File: src/hdl/wmjc_pkg.sv
// Shared types and constants for the windowed minimum jump cost block.
package wmjc_pkg;

    localparam int HEIGHT_W = 16;
    localparam int COST_W   = 32;
    localparam int CFG_W    = 8;

    localparam logic [COST_W-1:0] COST_MAX = {COST_W{1'b1}};
    localparam logic [CFG_W-1:0]  JUMP_LIMIT_RST = CFG_W'(2);

    // One stored stone: its height and the least cost to reach it.
    typedef struct packed {
        logic [HEIGHT_W-1:0] height;
        logic [COST_W-1:0]   cost;
    } t_entry;

    // Sequencer states, one-hot.
    typedef enum logic [2:0] {
        S_IDLE = 3'b001,
        S_RUN  = 3'b010,
        S_HOLD = 3'b100
    } t_state;

endpackage

File: src/hdl/wmjc_cell.sv
// One window cell: holds a past stone and folds its jump candidate into a passing minimum.
module wmjc_cell
    import wmjc_pkg::*;
#(
    parameter int CNT_W = 8
) (
    input  logic                i_clk,
    input  logic                i_rst_n,
    input  logic                i_shift,
    input  t_entry              i_entry,
    output t_entry              o_entry,
    input  logic [HEIGHT_W-1:0] i_item_height,
    input  logic                i_tok,
    input  logic [CNT_W-1:0]    i_rem,
    input  logic [COST_W-1:0]   i_min,
    output logic                o_tok,
    output logic [CNT_W-1:0]    o_rem,
    output logic [COST_W-1:0]   o_min,
    output logic                o_fin
);

    t_entry              r_entry;
    logic                r_tok;
    logic                r_fin;
    logic [CNT_W-1:0]    r_rem;
    logic [COST_W-1:0]   r_min;

    logic [HEIGHT_W-1:0] diff;
    logic [COST_W:0]     sum;
    logic [COST_W-1:0]   cand;
    logic [COST_W-1:0]   n_min;
    logic                last;

    // Candidate cost of jumping from this stone, saturated, then the running minimum.
    always_comb begin
        if (i_item_height >= r_entry.height) begin
            diff = i_item_height - r_entry.height;
        end else begin
            diff = r_entry.height - i_item_height;
        end
        sum   = {1'b0, r_entry.cost} + {{(COST_W + 1 - HEIGHT_W){1'b0}}, diff};
        cand  = sum[COST_W] ? COST_MAX : sum[COST_W-1:0];
        n_min = (cand < i_min) ? cand : i_min;
        last  = (i_rem == CNT_W'(1));
    end

    // Token control: it moves on to the neighbor or stops here as the final result.
    always_ff @(posedge i_clk) begin
        if (!i_rst_n) begin
            r_tok <= 1'b0;
            r_fin <= 1'b0;
        end else begin
            r_tok <= i_tok && !last;
            r_fin <= i_tok && last;
        end
    end

    // Token payload and stored stone.
    always_ff @(posedge i_clk) begin
        if (i_tok) begin
            r_min <= n_min;
            r_rem <= i_rem - CNT_W'(1);
        end
        if (i_shift) begin
            r_entry <= i_entry;
        end
    end

    assign o_entry = r_entry;
    assign o_tok   = r_tok;
    assign o_rem   = r_rem;
    assign o_min   = r_min;
    assign o_fin   = r_fin;

endmodule

File: config.mk
export PLATFORM = sky130hd
export DESIGN_NAME = wmjc_cell
export DESIGN_NICKNAME = d
export VERILOG_FILES = /design/src/hdl/wmjc_pkg.sv /design/src/hdl/wmjc_cell.sv
export SDC_FILE = /design/constraint.sdc
export NUM_CORES = 1
export LEC_CHECK = 0
export BUFFER_PORTS_ARGS = -buffer_cell sky130_fd_sc_hd__buf_2
export CAP_MARGIN = 20
export CELL_PAD_IN_SITES_DETAIL_PLACEMENT = 0
export CELL_PAD_IN_SITES_GLOBAL_PLACEMENT = 1
export CORE_ASPECT_RATIO = 1.75
export CORE_MARGIN = 3
export CORE_UTILIZATION = 37
export DETAILED_ROUTE_END_ITERATION = 10
export PLACE_DENSITY_LB_ADDON = 0.1
export SETUP_SLACK_MARGIN = 0.15
export SYNTH_ARGS = -nofsm -noshare
export SYNTH_HDL_FRONTEND = slang
export SYNTH_SLANG_ARGS = --single-unit
File: constraint.sdc
create_clock -name i_clk -period 7.1 [get_ports i_clk]
set_input_delay 0.71 -clock i_clk [delete_from_list [all_inputs] [get_ports i_clk]]
set_output_delay 0.71 -clock i_clk [all_outputs]
set_load 0.01 [all_outputs]
==> results.cfg <==
[outcome]
status = finished, final reports clean

[timing]
worst_pin_slew_ps = 887
clock_skew_ps = 15.3
period_share_pct = 94.8
relSlewSlack_pct = 40.9
finalHoldViolations = 0
grt_setup_unrepaired = no
holdWs_ps = 513
fmax_mhz = 149
drv_slew = 0
setup-violations-final = 0
period_needed_ps = 6730

[synth]
yosysTopAreaCell = edfxtp_1
synth_top_area_share_pct = 37.7
yosys.cell_count.top_type = edfxtp_1
synth_warnings = 0
syn_avg_cell_area_um2 = 10.5
ys_types = 70
synthesis.area_um2 = 7020
ys_ff_latch = 90
ys.flop_type = edfxtp_1
syn-num-nets = 857
synth_area_leaders = edfxtp_1 38%, ha_1 14%, mux2_4 6.4%
synthArstFlopShare_pct = 0
synth-edff-count = 88
synthTopCellsByCount = 88 x edfxtp_1, 82 x inv_1, 80 x ha_1
yosysSeqAreaShare_pct = 38.2
syn_inst = 666

[setup_path]
cp-start-kind = primary input
worst_path_max_delay_cell = a2111oi_4
worst_setup_path_end_kind = register
crit_path_max_incr_delay_ps = 460
critPathMaxFanout = 8
path_class = in2reg
cp.arrival_ps = 6840
cp.required_ps = 7210

[pwr]
pwr-share-clk_pct = 17.5
p_seq_share_pct = 27.5
p_sw_w = 0.000956
ir_worst_vdd_mv = 0.155
p_per_area_nw_per_um2 = 276
switching_share_pct = 36.9
combinationalPowerShare_pct = 55.1
total_power_w = 0.00259
p_leak_nw = 4.49
p_int_w = 0.00163

[job]
max-cap-violations = 0

[clock_tree]
cts_buffers = 9
clkTransAtPathRegs_ps = 70
cts_tree = built
htree_levels = 3
clk_latency_ps = 370
holdBufCountCts = 0
clkSinkCount = 90
cts-root-buf = clkbuf_16
clockBufferDepth = 2

[layout]
nets = 1136
utilization_pct = 50.5
fin_cells = 1188
antenna_cells = 0
synthToLayoutAreaGrowth_pct = 33.8
drive_gt1_share_pct = 39.8
stdcell_area_um2 = 9390

[route]
drt_first_pass_iters = 6
viasPerCell = 5.18
wl_mm = 20.4
antenna_left = 0
drc = 0
vias = 6154
routedWlPerCell_um = 17.2
drt_iter0_drc = 291

[global_routing]
overflow = 0
antenna_found_initial = 0
grt_max_degree = 49
grt_pass1_vias = 6499
grt_usage_pct = 19.5
grt_pass1_wl_mm = 31.1

[hold_path]
hold_class = in2reg

[placed_design]
placed_cell_area_um2 = 8830
dp_hpwl_mm = 17.2
post-place-cells = 1163
gp_congestion = 0.868
io_buffers = 197

[floorplan]
initial_core_util_pct = 37.8
die_height_um = 188
dieArea_um2 = 20700
dieWidth_um = 110
coreArea_um2 = 18600
rows = 66
ioPinCount = 198
## final cells by class
type                       count  area, µm²
clock buffer                   9        225
timing repair buffer         286       1740
multi-input combinational    476       4090
clock inverter                 7       51.3
sequential                    90       2680
tap                          238        298
fill                        1817       9190
inverter                      82        308
## placed cells by master, fill, tap and decap left out, drive strengths merged, types with 6 or more instances in the layout
cell type | netlist | routed
mux2i | 9 | 9
nand2 | 27 | 27
mux2 | 37 | 37
xnor2 | 12 | 12
nor3 | 8 | 8
nand2b | 10 | 10
a31oi | 12 | 12
nand4 | 11 | 11
nor2 | 22 | 22
a211oi | 7 | 7
o21bai | 6 | 6
inv | 82 | 85
buf | 11 | 285
nand3 | 11 | 11
xor2 | 16 | 16
a21oi | 54 | 54
clkbuf | 7 | 10
o21ai | 39 | 39
ha | 80 | 80
a221oi | 8 | 8
a21o | 18 | 18
edfxtp | 88 | 88
and3 | 18 | 18
## kinds of logic after synthesis
kind of cell	count (synthesis)	synth area share [%]
AOI/OAI and AO/OA	181	17.7
and+or+nand+nor	138	10.7
buffers and inverters	100	5.89
DFF	90	38.2
adders and majority gates	83	15.1
muxes	46	8.83
xor gates and xnor gates	28	3.50
## worst max-delay path: cells and delay by family
kind                       cells  cell delay, ps
AOI/OAI and AO/OA             13            3290
xor gates and xnor gates       1             100
adders and majority gates      4            1090
buffers and inverters          7             840
muxes                          2             620
and+or+nand+nor                2             150
## routing by layer
metal | vias to the layer above | track usage (%) | share of wire, %
met5 | - | 0 | 0
met2 | 190 | 39.3 | 58
met4 | 0 | 9.34 | 3.9
met1 | 2887 | 17.5 | 33
met3 | 45 | 3.65 | 4.8
li1 | 3032 | - | -
## power by group through the flow
stage,Sequential [W],Clock [W],Combinational (W)
detailed placement,0.000724,0,0.00134
global placement,0.000722,0,0.00133
CTS,0.000712,0.000468,0.00135
floorplan,0.000753,0,0.000763
finish,0.000710,0.000452,0.00142
global route,0.000718,0.000490,0.00157
## metrics by stage
stage | worst slack (ps) | setup TNS, ps
2_1_floorplan | 401 | 0
3_3_place_gp | -192 | -5690
3_5_place_dp | -240 | -6880
4_1_cts | 153 | 0
5_1_grt | 86.0 | 0
6_report | 367 | 0
## final timing paths
path | startpoint | endpoint | slack [ps] | cells past startpoint
worst max-delay path | i_item_height[0] | o_min[23] | 370 | 29
worst min-delay path | i_entry[41] | o_entry[41] | 510 | 1
worst max register to register | o_entry[41] | o_min[23] | 390 | 28
worst min register to register | o_entry[31] | o_min[31] | 860 | 2
## state kept, by name, indices dropped and copies added (netlist names)
register / cells
o_min: 32
o_rem: 8
o_entry: 48
o_fin: 1
o_tok: 1
## repair_timing
item                       CTS  global route
pin swaps                    0            19
setup endpoints to repair   31            32
buffers inserted             0             7
resized for setup            1            47
gates cloned                 0             1
No activity file was read; power rests on OpenSTA's default activity.
